$ cat src/design/mapm_pkg.sv
// Shared types, constants and helper functions of the multichannel audio peak meter.
// Depends on nothing; every other file of the block imports it.

package mapm_pkg;

   // Field widths of the channels.
   localparam int SAMPLE_W    = 32;
   localparam int INDEX_W     = 3;
   localparam int LEVEL_W     = 17;
   localparam int REG_INDEX_W = 4;
   localparam int CSR_DATA_W  = 32;
   localparam int COUNT_W     = 4;
   localparam int FMT_W       = 3;

   // Datapath widths: magnitudes are 32 bits, the level numerator needs 49.
   localparam int MAG_W     = 32;
   localparam int NUM_W     = 49;
   localparam int DIV_STEPS = 17;
   localparam int STEP_W    = 5;

   localparam logic [COUNT_W-1:0] COUNT_RESET = 4'd2;
   localparam logic [LEVEL_W-1:0] LEVEL_ONE   = 17'h10000;

   // Register indexes of the configuration port.
   localparam logic [REG_INDEX_W-1:0] REG_SAMPLE_FORMAT = 4'd0;
   localparam logic [REG_INDEX_W-1:0] REG_CHANNEL_COUNT = 4'd1;

   // Sample formats.
   typedef enum logic [FMT_W-1:0] {
      FMT_U8      = 3'd0,
      FMT_U16     = 3'd1,
      FMT_U32     = 3'd2,
      FMT_S8      = 3'd3,
      FMT_S16     = 3'd4,
      FMT_S32     = 3'd5,
      FMT_F32     = 3'd6,
      FMT_INVALID = 3'd7
   } format_type;

   // Full-scale divisors. Float levels are |x| in Q2.30 times 100000
   // divided by 100003 * 2^14, i.e. x / 1.00003 in Q1.16.
   localparam logic [MAG_W-1:0] FS_U8   = 32'd255;
   localparam logic [MAG_W-1:0] FS_U16  = 32'd65535;
   localparam logic [MAG_W-1:0] FS_U32  = 32'hFFFF_FFFF;
   localparam logic [MAG_W-1:0] FS_S8   = 32'd127;
   localparam logic [MAG_W-1:0] FS_S16  = 32'd32767;
   localparam logic [MAG_W-1:0] FS_S32  = 32'h7FFF_FFFF;
   localparam logic [MAG_W-1:0] FS_F32  = 32'd1638449152;
   localparam logic [MAG_W-1:0] FLOAT_SCALE = 32'd100000;

   // A quotient above 1.0 happens exactly when the numerator reaches 65537 * divisor.
   localparam logic [NUM_W-1:0] SAT_MUL = 49'd65537;
   localparam logic [NUM_W-1:0] SAT_U8  = NUM_W'(FS_U8)  * SAT_MUL;
   localparam logic [NUM_W-1:0] SAT_U16 = NUM_W'(FS_U16) * SAT_MUL;
   localparam logic [NUM_W-1:0] SAT_U32 = NUM_W'(FS_U32) * SAT_MUL;
   localparam logic [NUM_W-1:0] SAT_S8  = NUM_W'(FS_S8)  * SAT_MUL;
   localparam logic [NUM_W-1:0] SAT_S16 = NUM_W'(FS_S16) * SAT_MUL;
   localparam logic [NUM_W-1:0] SAT_S32 = NUM_W'(FS_S32) * SAT_MUL;
   localparam logic [NUM_W-1:0] SAT_F32 = NUM_W'(FS_F32) * SAT_MUL;

   // Commands from the controller to the datapath.
   typedef struct packed {
      logic accept;
      logic update;
      logic emit_start;
      logic emit_read;
      logic emit_num;
      logic div_init;
      logic div_step;
      logic out_load;
   } ctrl_cmd_type;

   // Status from the datapath to the controller.
   typedef struct packed {
      logic last_item;
      logic emit_last;
      logic div_last;
      logic out_free;
   } ctrl_status_type;

   // Sample magnitude with its usable flag.
   typedef struct packed {
      logic             ok;
      logic [MAG_W-1:0] mag;
   } magnitude_type;

   // Divisor of the level division for a format.
   function automatic logic [MAG_W-1:0] full_scale(input format_type fmt);
      logic [MAG_W-1:0] fs;
      case (fmt)
         FMT_U8:  fs = FS_U8;
         FMT_U16: fs = FS_U16;
         FMT_U32: fs = FS_U32;
         FMT_S8:  fs = FS_S8;
         FMT_S16: fs = FS_S16;
         FMT_S32: fs = FS_S32;
         FMT_F32: fs = FS_F32;
         default: fs = 32'd1;
      endcase
      return fs;
   endfunction

   // Saturation threshold of the level numerator for a format.
   function automatic logic [NUM_W-1:0] sat_limit(input format_type fmt);
      logic [NUM_W-1:0] lim;
      case (fmt)
         FMT_U8:  lim = SAT_U8;
         FMT_U16: lim = SAT_U16;
         FMT_U32: lim = SAT_U32;
         FMT_S8:  lim = SAT_S8;
         FMT_S16: lim = SAT_S16;
         FMT_S32: lim = SAT_S32;
         FMT_F32: lim = SAT_F32;
         default: lim = '0;
      endcase
      return lim;
   endfunction

endpackage

$ cat src/design/mapm_channels.sv
// Channel interfaces of the peak meter: sample input, level output, register writes.
// Depends on mapm_pkg for the field widths.

interface mapm_req_if;
   import mapm_pkg::*;
   logic                valid;
   logic                ready;
   logic [SAMPLE_W-1:0] sample_bits;
   logic                end_of_buffer;

   modport source (output valid, sample_bits, end_of_buffer, input ready);
   modport sink   (input valid, sample_bits, end_of_buffer, output ready);
endinterface

interface mapm_rsp_if;
   import mapm_pkg::*;
   logic               valid;
   logic               ready;
   logic [INDEX_W-1:0] channel_index;
   logic [LEVEL_W-1:0] peak_level;
   logic               last_level;

   modport source (output valid, channel_index, peak_level, last_level, input ready);
   modport sink   (input valid, channel_index, peak_level, last_level, output ready);
endinterface

interface mapm_csr_if;
   import mapm_pkg::*;
   logic                   valid;
   logic                   ready;
   logic [REG_INDEX_W-1:0] reg_index;
   logic [CSR_DATA_W-1:0]  write_data;

   modport source (output valid, reg_index, write_data, input ready);
   modport sink   (input valid, reg_index, write_data, output ready);
endinterface

$ cat src/design/mapm_controller.sv
// Sequencer of the peak meter: item accept, max update and the per-channel emit pass.
// Depends on mapm_pkg for the command and status structs.

module mapm_controller (
   input  logic                      clock,
   input  logic                      reset,
   input  logic                      req_valid,
   output logic                      req_ready,
   input  mapm_pkg::ctrl_status_type status,
   output mapm_pkg::ctrl_cmd_type    cmd
);
   import mapm_pkg::*;

   typedef enum logic [6:0] {
      ST_IDLE     = 7'b0000001,
      ST_UPDATE   = 7'b0000010,
      ST_EMIT_RD  = 7'b0000100,
      ST_EMIT_NUM = 7'b0001000,
      ST_EMIT_SAT = 7'b0010000,
      ST_EMIT_DIV = 7'b0100000,
      ST_EMIT_OUT = 7'b1000000
   } state_type;

   state_type state_ff;
   state_type state_in;

   // Next state and commands.
   always_comb begin
      state_in  = state_ff;
      cmd       = '0;
      req_ready = 1'b0;
      case (state_ff)
         ST_IDLE: begin
            req_ready = 1'b1;
            if (req_valid) begin
               cmd.accept = 1'b1;
               state_in   = ST_UPDATE;
            end
         end
         ST_UPDATE: begin
            cmd.update = 1'b1;
            if (status.last_item) begin
               cmd.emit_start = 1'b1;
               state_in       = ST_EMIT_RD;
            end else begin
               state_in = ST_IDLE;
            end
         end
         ST_EMIT_RD: begin
            cmd.emit_read = 1'b1;
            state_in      = ST_EMIT_NUM;
         end
         ST_EMIT_NUM: begin
            cmd.emit_num = 1'b1;
            state_in     = ST_EMIT_SAT;
         end
         ST_EMIT_SAT: begin
            cmd.div_init = 1'b1;
            state_in     = ST_EMIT_DIV;
         end
         ST_EMIT_DIV: begin
            cmd.div_step = 1'b1;
            if (status.div_last) begin
               state_in = ST_EMIT_OUT;
            end
         end
         ST_EMIT_OUT: begin
            if (status.out_free) begin
               cmd.out_load = 1'b1;
               state_in     = status.emit_last ? ST_IDLE : ST_EMIT_RD;
            end
         end
         default: begin
            state_in = ST_IDLE;
         end
      endcase
   end

   // State register.
   always_ff @(posedge clock) begin
      if (reset) begin
         state_ff <= ST_IDLE;
      end else begin
         state_ff <= state_in;
      end
   end

endmodule

$ cat src/design/mapm_datapath.sv
// Datapath of the peak meter: registers, channel max memory, level divider, output register.
// Depends on mapm_pkg for widths, formats, divisors and the command and status structs.

module mapm_datapath #(
   parameter int MAX_CHANNELS = 8
) (
   input  logic                                 clock,
   input  logic                                 reset,
   input  mapm_pkg::ctrl_cmd_type               cmd,
   output mapm_pkg::ctrl_status_type            status,
   input  logic [mapm_pkg::SAMPLE_W-1:0]        sample_bits,
   input  logic                                 end_of_buffer,
   input  logic                                 csr_write,
   input  logic [mapm_pkg::REG_INDEX_W-1:0]     csr_reg_index,
   input  logic [mapm_pkg::CSR_DATA_W-1:0]      csr_write_data,
   input  logic                                 rsp_ready,
   output logic                                 rsp_valid,
   output logic [mapm_pkg::INDEX_W-1:0]         channel_index,
   output logic [mapm_pkg::LEVEL_W-1:0]         peak_level,
   output logic                                 last_level
);
   import mapm_pkg::*;

   localparam int POS_W = (MAX_CHANNELS > 1) ? $clog2(MAX_CHANNELS) : 1;
   localparam int CNT_W = $clog2(MAX_CHANNELS + 1);

   // Configuration registers.
   format_type         fmt_ff;
   logic [COUNT_W-1:0] count_ff;

   // Position and item registers.
   logic [POS_W-1:0]  pos_ff;
   logic [POS_W-1:0]  pos_in;
   logic [POS_W-1:0]  eff_pos;
   logic [CNT_W-1:0]  active_n;
   logic [CNT_W-1:0]  pos_plus;
   logic [POS_W-1:0]  addr_ff;
   logic [MAG_W-1:0]  mag_ff;
   logic              ok_ff;
   logic              last_ff;
   magnitude_type     sample_mag;

   // Channel max memory with one valid bit per entry.
   logic [MAG_W-1:0]        channel_max_mem [MAX_CHANNELS];
   logic [MAX_CHANNELS-1:0] valid_ff;
   logic [MAG_W-1:0]        rd_ff;
   logic [POS_W-1:0]        rd_addr;
   logic [MAG_W-1:0]        cur_max;
   logic                    upd_write;
   logic                    clear;

   // Emit pass and divider.
   logic [POS_W-1:0]   emit_ff;
   logic               emit_last;
   logic [MAG_W-1:0]   emit_max;
   logic [MAG_W-1:0]   fs;
   logic [MAG_W:0]     two_m;
   logic [MAG_W:0]     fs_ext;
   logic [MAG_W:0]     diff;
   logic [NUM_W-1:0]   num_in;
   logic [NUM_W-1:0]   num_ff;
   logic [NUM_W-1:0]   rem_ff;
   logic [NUM_W-1:0]   trial;
   logic [LEVEL_W-1:0] q_ff;
   logic [STEP_W-1:0]  step_ff;
   logic               sat_ff;
   logic [LEVEL_W-1:0] level;
   logic [POS_W+INDEX_W-1:0] emit_wide;

   // Output register.
   logic               rsp_valid_ff;
   logic [INDEX_W-1:0] index_ff;
   logic [LEVEL_W-1:0] level_ff;
   logic               last_out_ff;

   // Float32 bit pattern to |x| in unsigned Q2.30, truncated and saturated.
   function automatic magnitude_type float_q230(input logic [SAMPLE_W-1:0] bits);
      magnitude_type r;
      logic [7:0]    ex;
      logic [22:0]   man;
      logic [23:0]   sig;
      logic [7:0]    sh;
      ex    = bits[30:23];
      man   = bits[22:0];
      sig   = {1'b1, man};
      r.ok  = 1'b1;
      r.mag = '0;
      sh    = '0;
      if (ex == 8'hFF) begin
         if (man != '0) begin
            r.ok = 1'b0;
         end else begin
            r.mag = '1;
         end
      end else if (ex == 8'h00) begin
         r.mag = '0;
      end else if (ex >= 8'd120) begin
         sh = ex - 8'd120;
         if (sh > 8'd8) begin
            r.mag = '1;
         end else begin
            r.mag = MAG_W'(sig) << sh[3:0];
         end
      end else begin
         sh = 8'd120 - ex;
         if (sh >= 8'd32) begin
            r.mag = '0;
         end else begin
            r.mag = MAG_W'(sig) >> sh[4:0];
         end
      end
      return r;
   endfunction

   // Magnitude of a raw sample in the given format.
   function automatic magnitude_type sample_magnitude(input format_type fmt,
                                                      input logic [SAMPLE_W-1:0] bits);
      magnitude_type r;
      r.ok  = 1'b1;
      r.mag = '0;
      case (fmt)
         FMT_U8:  r.mag = MAG_W'(bits[7:0]);
         FMT_U16: r.mag = MAG_W'(bits[15:0]);
         FMT_U32: r.mag = bits;
         FMT_S8:  r.mag = bits[7] ? MAG_W'(9'h100 - {1'b0, bits[7:0]})
                                  : MAG_W'(bits[7:0]);
         FMT_S16: r.mag = bits[15] ? MAG_W'(17'h10000 - {1'b0, bits[15:0]})
                                   : MAG_W'(bits[15:0]);
         FMT_S32: r.mag = bits[31] ? (32'd0 - bits) : bits;
         FMT_F32: r = float_q230(bits);
         default: r.ok = 1'b0;
      endcase
      return r;
   endfunction

   // Register writes.
   always_ff @(posedge clock) begin
      if (reset) begin
         fmt_ff   <= FMT_INVALID;
         count_ff <= COUNT_RESET;
      end else if (csr_write) begin
         case (csr_reg_index)
            REG_SAMPLE_FORMAT: fmt_ff   <= format_type'(csr_write_data[FMT_W-1:0]);
            REG_CHANNEL_COUNT: count_ff <= csr_write_data[COUNT_W-1:0];
            default: ;
         endcase
      end
   end

   // Active channel count, clamped to 1..MAX_CHANNELS, and the channel of this item.
   always_comb begin
      if (count_ff == '0) begin
         active_n = CNT_W'(1);
      end else if (32'(count_ff) > MAX_CHANNELS) begin
         active_n = CNT_W'(MAX_CHANNELS);
      end else begin
         active_n = CNT_W'(count_ff);
      end
      eff_pos  = (CNT_W'(pos_ff) >= active_n) ? '0 : pos_ff;
      pos_plus = CNT_W'(eff_pos) + CNT_W'(1);
      pos_in   = (pos_plus >= active_n) ? '0 : POS_W'(pos_plus);
   end

   assign sample_mag = sample_magnitude(fmt_ff, sample_bits);

   // Channel position; it restarts at zero after an emit pass.
   always_ff @(posedge clock) begin
      if (reset) begin
         pos_ff <= '0;
      end else if (clear) begin
         pos_ff <= '0;
      end else if (cmd.accept) begin
         pos_ff <= pos_in;
      end
   end

   // Capture of the accepted item.
   always_ff @(posedge clock) begin
      if (cmd.accept) begin
         addr_ff <= eff_pos;
         mag_ff  <= sample_mag.mag;
         ok_ff   <= sample_mag.ok;
         last_ff <= end_of_buffer;
      end
   end

   // Read-modify-write of the channel max: the read is issued with the accept,
   // the compare and write happen in the following cycle.
   assign cur_max   = valid_ff[addr_ff] ? rd_ff : '0;
   assign upd_write = cmd.update && ok_ff && (mag_ff > cur_max);
   assign rd_addr   = cmd.emit_read ? emit_ff : eff_pos;
   assign clear     = cmd.out_load && emit_last;

   always_ff @(posedge clock) begin
      if (upd_write) begin
         channel_max_mem[addr_ff] <= mag_ff;
      end
      rd_ff <= channel_max_mem[rd_addr];
   end

   always_ff @(posedge clock) begin
      if (reset) begin
         valid_ff <= '0;
      end else if (clear) begin
         valid_ff <= '0;
      end else if (upd_write) begin
         valid_ff[addr_ff] <= 1'b1;
      end
   end

   // Emit channel counter.
   always_ff @(posedge clock) begin
      if (reset) begin
         emit_ff <= '0;
      end else if (cmd.emit_start) begin
         emit_ff <= '0;
      end else if (cmd.out_load && !emit_last) begin
         emit_ff <= emit_ff + POS_W'(1);
      end
   end

   assign emit_last = ((CNT_W'(emit_ff) + CNT_W'(1)) == active_n);
   assign emit_max  = valid_ff[emit_ff] ? rd_ff : '0;

   // Level numerator for the format in force.
   always_comb begin
      fs     = full_scale(fmt_ff);
      two_m  = {emit_max, 1'b0};
      fs_ext = {1'b0, fs};
      diff   = (two_m >= fs_ext) ? (two_m - fs_ext) : (fs_ext - two_m);
      case (fmt_ff)
         FMT_U8, FMT_U16, FMT_U32: num_in = NUM_W'(diff) << 16;
         FMT_S8, FMT_S16, FMT_S32: num_in = NUM_W'(emit_max) << 16;
         FMT_F32:                  num_in = NUM_W'(emit_max) * NUM_W'(FLOAT_SCALE);
         default:                  num_in = '0;
      endcase
   end

   always_ff @(posedge clock) begin
      if (cmd.emit_num) begin
         num_ff <= num_in;
      end
   end

   // Restoring divider, one quotient bit per cycle, most significant first.
   assign trial = NUM_W'(fs) << step_ff;

   always_ff @(posedge clock) begin
      if (cmd.div_init) begin
         sat_ff  <= (num_ff >= sat_limit(fmt_ff));
         rem_ff  <= num_ff;
         q_ff    <= '0;
         step_ff <= STEP_W'(DIV_STEPS - 1);
      end else if (cmd.div_step) begin
         if (rem_ff >= trial) begin
            rem_ff <= rem_ff - trial;
            q_ff   <= {q_ff[LEVEL_W-2:0], 1'b1};
         end else begin
            q_ff   <= {q_ff[LEVEL_W-2:0], 1'b0};
         end
         step_ff <= step_ff - STEP_W'(1);
      end
   end

   assign level     = (fmt_ff == FMT_INVALID) ? '0 : (sat_ff ? LEVEL_ONE : q_ff);
   assign emit_wide = {{INDEX_W{1'b0}}, emit_ff};

   // Output register; it is refilled in the cycle the waiting item is taken.
   always_ff @(posedge clock) begin
      if (reset) begin
         rsp_valid_ff <= 1'b0;
      end else if (cmd.out_load) begin
         rsp_valid_ff <= 1'b1;
      end else if (rsp_ready) begin
         rsp_valid_ff <= 1'b0;
      end
   end

   always_ff @(posedge clock) begin
      if (cmd.out_load) begin
         index_ff    <= emit_wide[INDEX_W-1:0];
         level_ff    <= level;
         last_out_ff <= emit_last;
      end
   end

   assign rsp_valid     = rsp_valid_ff;
   assign channel_index = index_ff;
   assign peak_level    = level_ff;
   assign last_level    = last_out_ff;

   // Status to the controller.
   always_comb begin
      status.last_item = last_ff;
      status.emit_last = emit_last;
      status.div_last  = (step_ff == '0);
      status.out_free  = !rsp_valid_ff || rsp_ready;
   end

endmodule

$ cat src/design/multichannel_audio_peak_meter.sv
// Top level of the multichannel audio peak meter: controller, datapath and channel ports.
// Depends on mapm_pkg, the channel interfaces, mapm_controller and mapm_datapath.
//
//   channel   direction  payload                                   handshake
//   req_port  in         sample_bits[31:0], end_of_buffer          valid/ready
//   rsp_port  out        channel_index[2:0], peak_level[16:0],     valid/ready
//                        last_level
//   csr_port  in         reg_index[3:0] (0 format, 1 count),       valid/ready
//                        write_data[31:0]
//
// The accept cycle of a sample item reads the channel max memory, and the next cycle
// compares the maximum and writes it back; the input is not ready in that update cycle.
// An end-of-buffer item then emits one level per active channel, each through read,
// numerator, saturation check, 17 divider steps and output load; rsp stalls delay the load.
// The output register frees the input side as soon as the last level is loaded.
// Reset is synchronous: format invalid, 2 channels, all maxima and the position cleared.
// Register writes are always taken; csr_port.ready is held high.

module multichannel_audio_peak_meter #(
   parameter int MAX_CHANNELS = 8
) (
   input logic       clock,
   input logic       reset,
   mapm_req_if.sink  req_port,
   mapm_rsp_if.source rsp_port,
   mapm_csr_if.sink  csr_port
);
   import mapm_pkg::*;

   ctrl_cmd_type    cmd;
   ctrl_status_type status;
   logic            req_ready;
   logic            csr_write;

   assign csr_port.ready = 1'b1;
   assign csr_write      = csr_port.valid && csr_port.ready;
   assign req_port.ready = req_ready;

   mapm_controller u_controller (
      .clock     (clock),
      .reset     (reset),
      .req_valid (req_port.valid),
      .req_ready (req_ready),
      .status    (status),
      .cmd       (cmd)
   );

   mapm_datapath #(
      .MAX_CHANNELS (MAX_CHANNELS)
   ) u_datapath (
      .clock          (clock),
      .reset          (reset),
      .cmd            (cmd),
      .status         (status),
      .sample_bits    (req_port.sample_bits),
      .end_of_buffer  (req_port.end_of_buffer),
      .csr_write      (csr_write),
      .csr_reg_index  (csr_port.reg_index),
      .csr_write_data (csr_port.write_data),
      .rsp_ready      (rsp_port.ready),
      .rsp_valid      (rsp_port.valid),
      .channel_index  (rsp_port.channel_index),
      .peak_level     (rsp_port.peak_level),
      .last_level     (rsp_port.last_level)
   );

endmodule

$ cat src/flat_wrapper.sv
// flat-port wrapper written by rule: the top's interface ports become plain ports
module multichannel_audio_peak_meter_flat import mapm_pkg::*;
#(
   parameter int MAX_CHANNELS = 8
)
  (clock, reset, req_port_valid, req_port_sample_bits, req_port_end_of_buffer, req_port_ready, rsp_port_valid, rsp_port_channel_index, rsp_port_peak_level, rsp_port_last_level, rsp_port_ready, csr_port_valid, csr_port_reg_index, csr_port_write_data, csr_port_ready);
  mapm_req_if req_port_i ();
  mapm_rsp_if rsp_port_i ();
  mapm_csr_if csr_port_i ();
  input logic clock;
  input logic reset;
  input wire logic [$bits(req_port_i.valid)-1:0] req_port_valid;
  input wire logic [$bits(req_port_i.sample_bits)-1:0] req_port_sample_bits;
  input wire logic [$bits(req_port_i.end_of_buffer)-1:0] req_port_end_of_buffer;
  output wire logic [$bits(req_port_i.ready)-1:0] req_port_ready;
  output wire logic [$bits(rsp_port_i.valid)-1:0] rsp_port_valid;
  output wire logic [$bits(rsp_port_i.channel_index)-1:0] rsp_port_channel_index;
  output wire logic [$bits(rsp_port_i.peak_level)-1:0] rsp_port_peak_level;
  output wire logic [$bits(rsp_port_i.last_level)-1:0] rsp_port_last_level;
  input wire logic [$bits(rsp_port_i.ready)-1:0] rsp_port_ready;
  input wire logic [$bits(csr_port_i.valid)-1:0] csr_port_valid;
  input wire logic [$bits(csr_port_i.reg_index)-1:0] csr_port_reg_index;
  input wire logic [$bits(csr_port_i.write_data)-1:0] csr_port_write_data;
  output wire logic [$bits(csr_port_i.ready)-1:0] csr_port_ready;
  assign req_port_i.valid = req_port_valid;
  assign req_port_i.sample_bits = req_port_sample_bits;
  assign req_port_i.end_of_buffer = req_port_end_of_buffer;
  assign req_port_ready = req_port_i.ready;
  assign rsp_port_valid = rsp_port_i.valid;
  assign rsp_port_channel_index = rsp_port_i.channel_index;
  assign rsp_port_peak_level = rsp_port_i.peak_level;
  assign rsp_port_last_level = rsp_port_i.last_level;
  assign rsp_port_i.ready = rsp_port_ready;
  assign csr_port_i.valid = csr_port_valid;
  assign csr_port_i.reg_index = csr_port_reg_index;
  assign csr_port_i.write_data = csr_port_write_data;
  assign csr_port_ready = csr_port_i.ready;
  multichannel_audio_peak_meter #(.MAX_CHANNELS(MAX_CHANNELS)) u_core (.clock(clock), .reset(reset), .req_port(req_port_i), .rsp_port(rsp_port_i), .csr_port(csr_port_i));
endmodule
$ cat config.mk
export PLATFORM = sky130hd
export DESIGN_NAME = multichannel_audio_peak_meter_flat
export DESIGN_NICKNAME = d
export VERILOG_FILES = /design/src/design/mapm_pkg.sv /design/src/design/mapm_channels.sv /design/src/design/mapm_controller.sv /design/src/design/mapm_datapath.sv /design/src/design/multichannel_audio_peak_meter.sv /design/src/flat_wrapper.sv
export SDC_FILE = /design/constraint.sdc
export NUM_CORES = 2
export LEC_CHECK = 0
export ABC_AREA = 1
export ABC_CLOCK_PERIOD_IN_PS = 6200
export BUFFER_PORTS_ARGS = -buffer_cell sky130_fd_sc_hd__clkbuf_2
export CORE_MARGIN = 2
export CORE_UTILIZATION = 25
export DETAILED_ROUTE_END_ITERATION = 10
export GPL_TIMING_DRIVEN = 0
export MAX_ROUTING_LAYER = met4
export RECOVER_POWER = 100
export SLEW_MARGIN = 25
export SYNTH_ARGS = -nofsm -noshare
export SYNTH_HDL_FRONTEND = slang
export SYNTH_SLANG_ARGS = --single-unit
$ cat constraint.sdc
create_clock -name clock -period 6.2 [get_ports clock]
set_input_delay 0.62 -clock clock [delete_from_list [all_inputs] [get_ports clock]]
set_output_delay 0.62 -clock clock [all_outputs]
set_load 0.01 [all_outputs]
==> impl_metrics.yaml <==
timing:
  layout_setup_ws_ps: 99.2
  finalSetupTns_ps: 0
  hold_violations: 0
  tightest_slew_ps: 1920
  min_period_ps: 6100
  maxSlewHeadroom: -0.287
  rsz0062_at_grt: "true"
  maxSlewViolCount: 99
  clock_skew_ps: 76.6
  finalCritPeriodShare: 0.984
  setup_viol: 0
  whs_ps: 328
  maxClockFrequency_mhz: 164
setup_path:
  crit_type: "flop to flop"
  worstPathArrival_ps: 6460
  r2r_end: "u_core.u_datapath.num_ff[29]"
  max_stage_delay_ps: 530
  crit_start: "u_core.u_datapath.emit_ff[1]"
  crit_path_start_kind: "flop"
  critPathMostFrequentCell: "inv_1"
  rr_worst_depth: 29
  crit_fanout: 8
  end_kind: "flop"
  required_ps: 6560
  ff2ff_setup_slack_ps: 100
  critPathSlowestCell: "fa_1"
  path_buf_inv: 8
  critPathTopFamily: "adder cells"
  r2r-start: "u_core.u_datapath.emit_ff[1]"
synthesis:
  yosysUniqueCellTypes: 65
  synth_nets: 5916
  async_reset_ff_frac: 0
  synth_flop_cell: "edfxtp_1"
  ys_seq_area_frac: 0.343
  syn-mean-instance-area_um2: 7.48
  ys_ff_latch: 491
  netlist_area_mm2: 0.0406
  postSynthCellCount: 5425
  yosysWarnings: 0
  synth_edf_count: 408
finish:
  final_common_cell: "nand2_1"
  fillCellCount: 17323
  final_cell_mix: "1070 x nand2_1, 735 x inv_1, 625 x nor2_1, 484 x o21ai_0, 408 x edfxtp_1"
  multi_input_area_mm2: 0.0243
  post-route-util: 0.296
  design_area_mm2: 0.0476
  seq_area_mm2: 0.0139
  final_cell_count_no_fill: 7826
  drive_gt1_frac: 0.0959
  syn2layout_area_growth_pct: 17.3
  nNetsFinal: 6109
power:
  power_mw: 14.8
  power_leakage_nw: 20.4
  peakVddDrop_mv: 0.264
  power_density_mw_per_mm2: 311
floorplanning:
  ios: 98
  fp.dieW_um: 407
  dieArea_mm2: 0.166
  core_mm2: 0.161
  start_util: 0.252
  die_h_um: 407
  rows: 147
drt:
  avgRoutedWirePerCell_um: 20.5
  routed_via_density: 4.96
  wirelength_mm: 160
  dr.first_iter.drc_count: 3806
  drtAntennaViolNets: 0
  vias: 38784
  drcViolationCount: 0
  dr.pass1.iters: 5
clocking:
  clk_path_buf_depth: 3
  cts.reportedPaths.clkPinSlew_ps: 60
  cts_tree: "built"
  h-tree-depth: 2
  cts_buffers: 54
  cts_root_buf: "clkbuf_16"
  cts_sinks: 491
  ctsHoldBuffers: 0
  clk_latency_ps: 690
global_route:
  grt_usage: 0.193
  grt_pass1_wl_mm: 235
  overflow: 0
  grt_max_degree: 39
  first_global_vias: 37042
  antenna_found_initial: 6
hold_path:
  min_path_type: "input pin to flop"
  hp-start: "csr_port_write_data[1]"
  hold_depth: 3
  hold_path_end: "u_core.u_datapath.count_ff[1]"
placed_design:
  dp_hpwl_mm: 129
  place_ws_ps: -1700
  place.gp.congestion: 1.01
  post-place-cells: 7660
  dpl-instance-area_mm2: 0.0439
  portBuffers: 63
run_status:
  violations: "capacitance limit, slew limit"
  outcome: "finished with violations"
run:
  max_cap_violations: 4
## worst max path at each step
| stage | to | cells past startpoint |
|---|---|---|
| 4_1_cts | u_core.u_datapath.num_ff[39] | 32 |
| 3_3_place_gp | u_core.u_datapath.rem_ff[46] | 23 |
| 5_1_grt | u_core.u_datapath.rem_ff[42] | 25 |
| 6_report | u_core.u_datapath.num_ff[29] | 29 |
| 3_5_place_dp | u_core.u_datapath.num_ff[48] | 29 |
| 2_1_floorplan | u_core.u_datapath.num_ff[35] | 35 |
## cell type report
class                      count  share of cell area
antenna                        2            0.000105
timing repair buffer         139              0.0197
buffer                       175              0.0168
clock inverter                35              0.0103
multi-input combinational   3975               0.511
clock buffer                  67              0.0302
tap                         2160              0.0568
inverter                     782              0.0630
sequential                   491               0.292
## worst reg2reg max path: cells and delay by family (launching register included)
kind,cells,cell delay [ps]
buffers and inverters,8,1010
adders and majority gates,5,1830
DFF,1,480
AOI/OAI and AO/OA,6,1070
and+or+nand+nor,9,1290
xor gates and xnor gates,1,160
## registers in the layout (all words and copies together) (netlist names), 4 cells and up
| register | flops |
|---|---|
| u_core.u_datapath.channel_max_mem | 256 |
| u_core.u_datapath.rem_ff | 49 |
| u_core.u_datapath.num_ff | 44 |
| u_core.u_datapath.mag_ff | 32 |
| u_core.u_datapath.rd_ff | 32 |
| u_core.u_datapath.peak_level | 17 |
| u_core.u_datapath.q_ff | 17 |
| u_core.u_datapath.valid_ff | 8 |
| u_core.u_controller.state_ff | 7 |
| u_core.u_datapath.step_ff | 5 |
| u_core.u_datapath.count_ff | 4 |
## cell usage after synthesis, types with 5 or more instances
cell,count,area share
xnor2_1,29,0.0063
o21bai_1,29,0.0054
a21boi_0,6,0.0011
fa_1,85,0.042
a211oi_1,9,0.0017
a22oi_1,12,0.0022
nand4_1,47,0.0072
nor2_1,677,0.063
o22ai_1,41,0.0063
ha_1,332,0.10
nand3_1,284,0.035
inv_1,765,0.071
a221oi_1,9,0.0019
edfxtp_1,408,0.30
o2111ai_1,5,0.0011
dfxtp_1,83,0.041
buf_2,8,0.00099
o211ai_1,30,0.0056
nor3_1,52,0.0064
a21o_1,22,0.0041
o221ai_1,23,0.0050
nand2_2,8,0.0012
inv_2,9,0.00083
buf_1,16,0.0015
nand2_4,5,0.0014
xor2_1,68,0.015
buf_6,5,0.0014
clkbuf_1,146,0.014
or2_2,42,0.0065
a31oi_1,71,0.011
o21a_1,19,0.0035
clkinv_1,8,0.00074
nand2_1,1104,0.10
mux2i_1,26,0.0064
o21ai_1,11,0.0014
o31ai_1,8,0.0015
nand3_2,12,0.0030
o21ai_0,516,0.064
a21oi_1,316,0.039
nor2_2,15,0.0023
nor4_1,17,0.0026
## kinds of logic after synthesis
group	share of synthesized area
other	0.0000924
DFF	0.343
xor gates and xnor gates	0.0209
muxes	0.00641
buffers and inverters	0.0904
and+or+nand+nor	0.235
AOI/OAI and AO/OA	0.159
adders and majority gates	0.144
## where the power goes
| group | switching, mW | internal (mW) |
|---|---|---|
| logic | 4.42 | 2.10 |
| clock network | 1.43 | 2.01 |
| registers | 0.697 | 4.16 |
| total | 6.55 | 8.27 |
## routing by layer
layer  up-vias  part of all wire  track usage
met4         0             0.027       0.0482
met5         -                 0            -
met1     18566              0.45        0.263
met2      1447              0.46        0.307
li1      18563                 -            -
met3       208             0.065       0.0183
## what timing repair did
| item | in CTS | in global routing |
|---|---|---|
| pin swaps | 13 | 52 |
| gates resized for setup | 145 | 235 |
| setup buffers | 12 | 48 |
| cloned | 1 | 5 |
| endpoints found under the setup margin | 72 | 94 |
(Power assumes the default switching activity.)
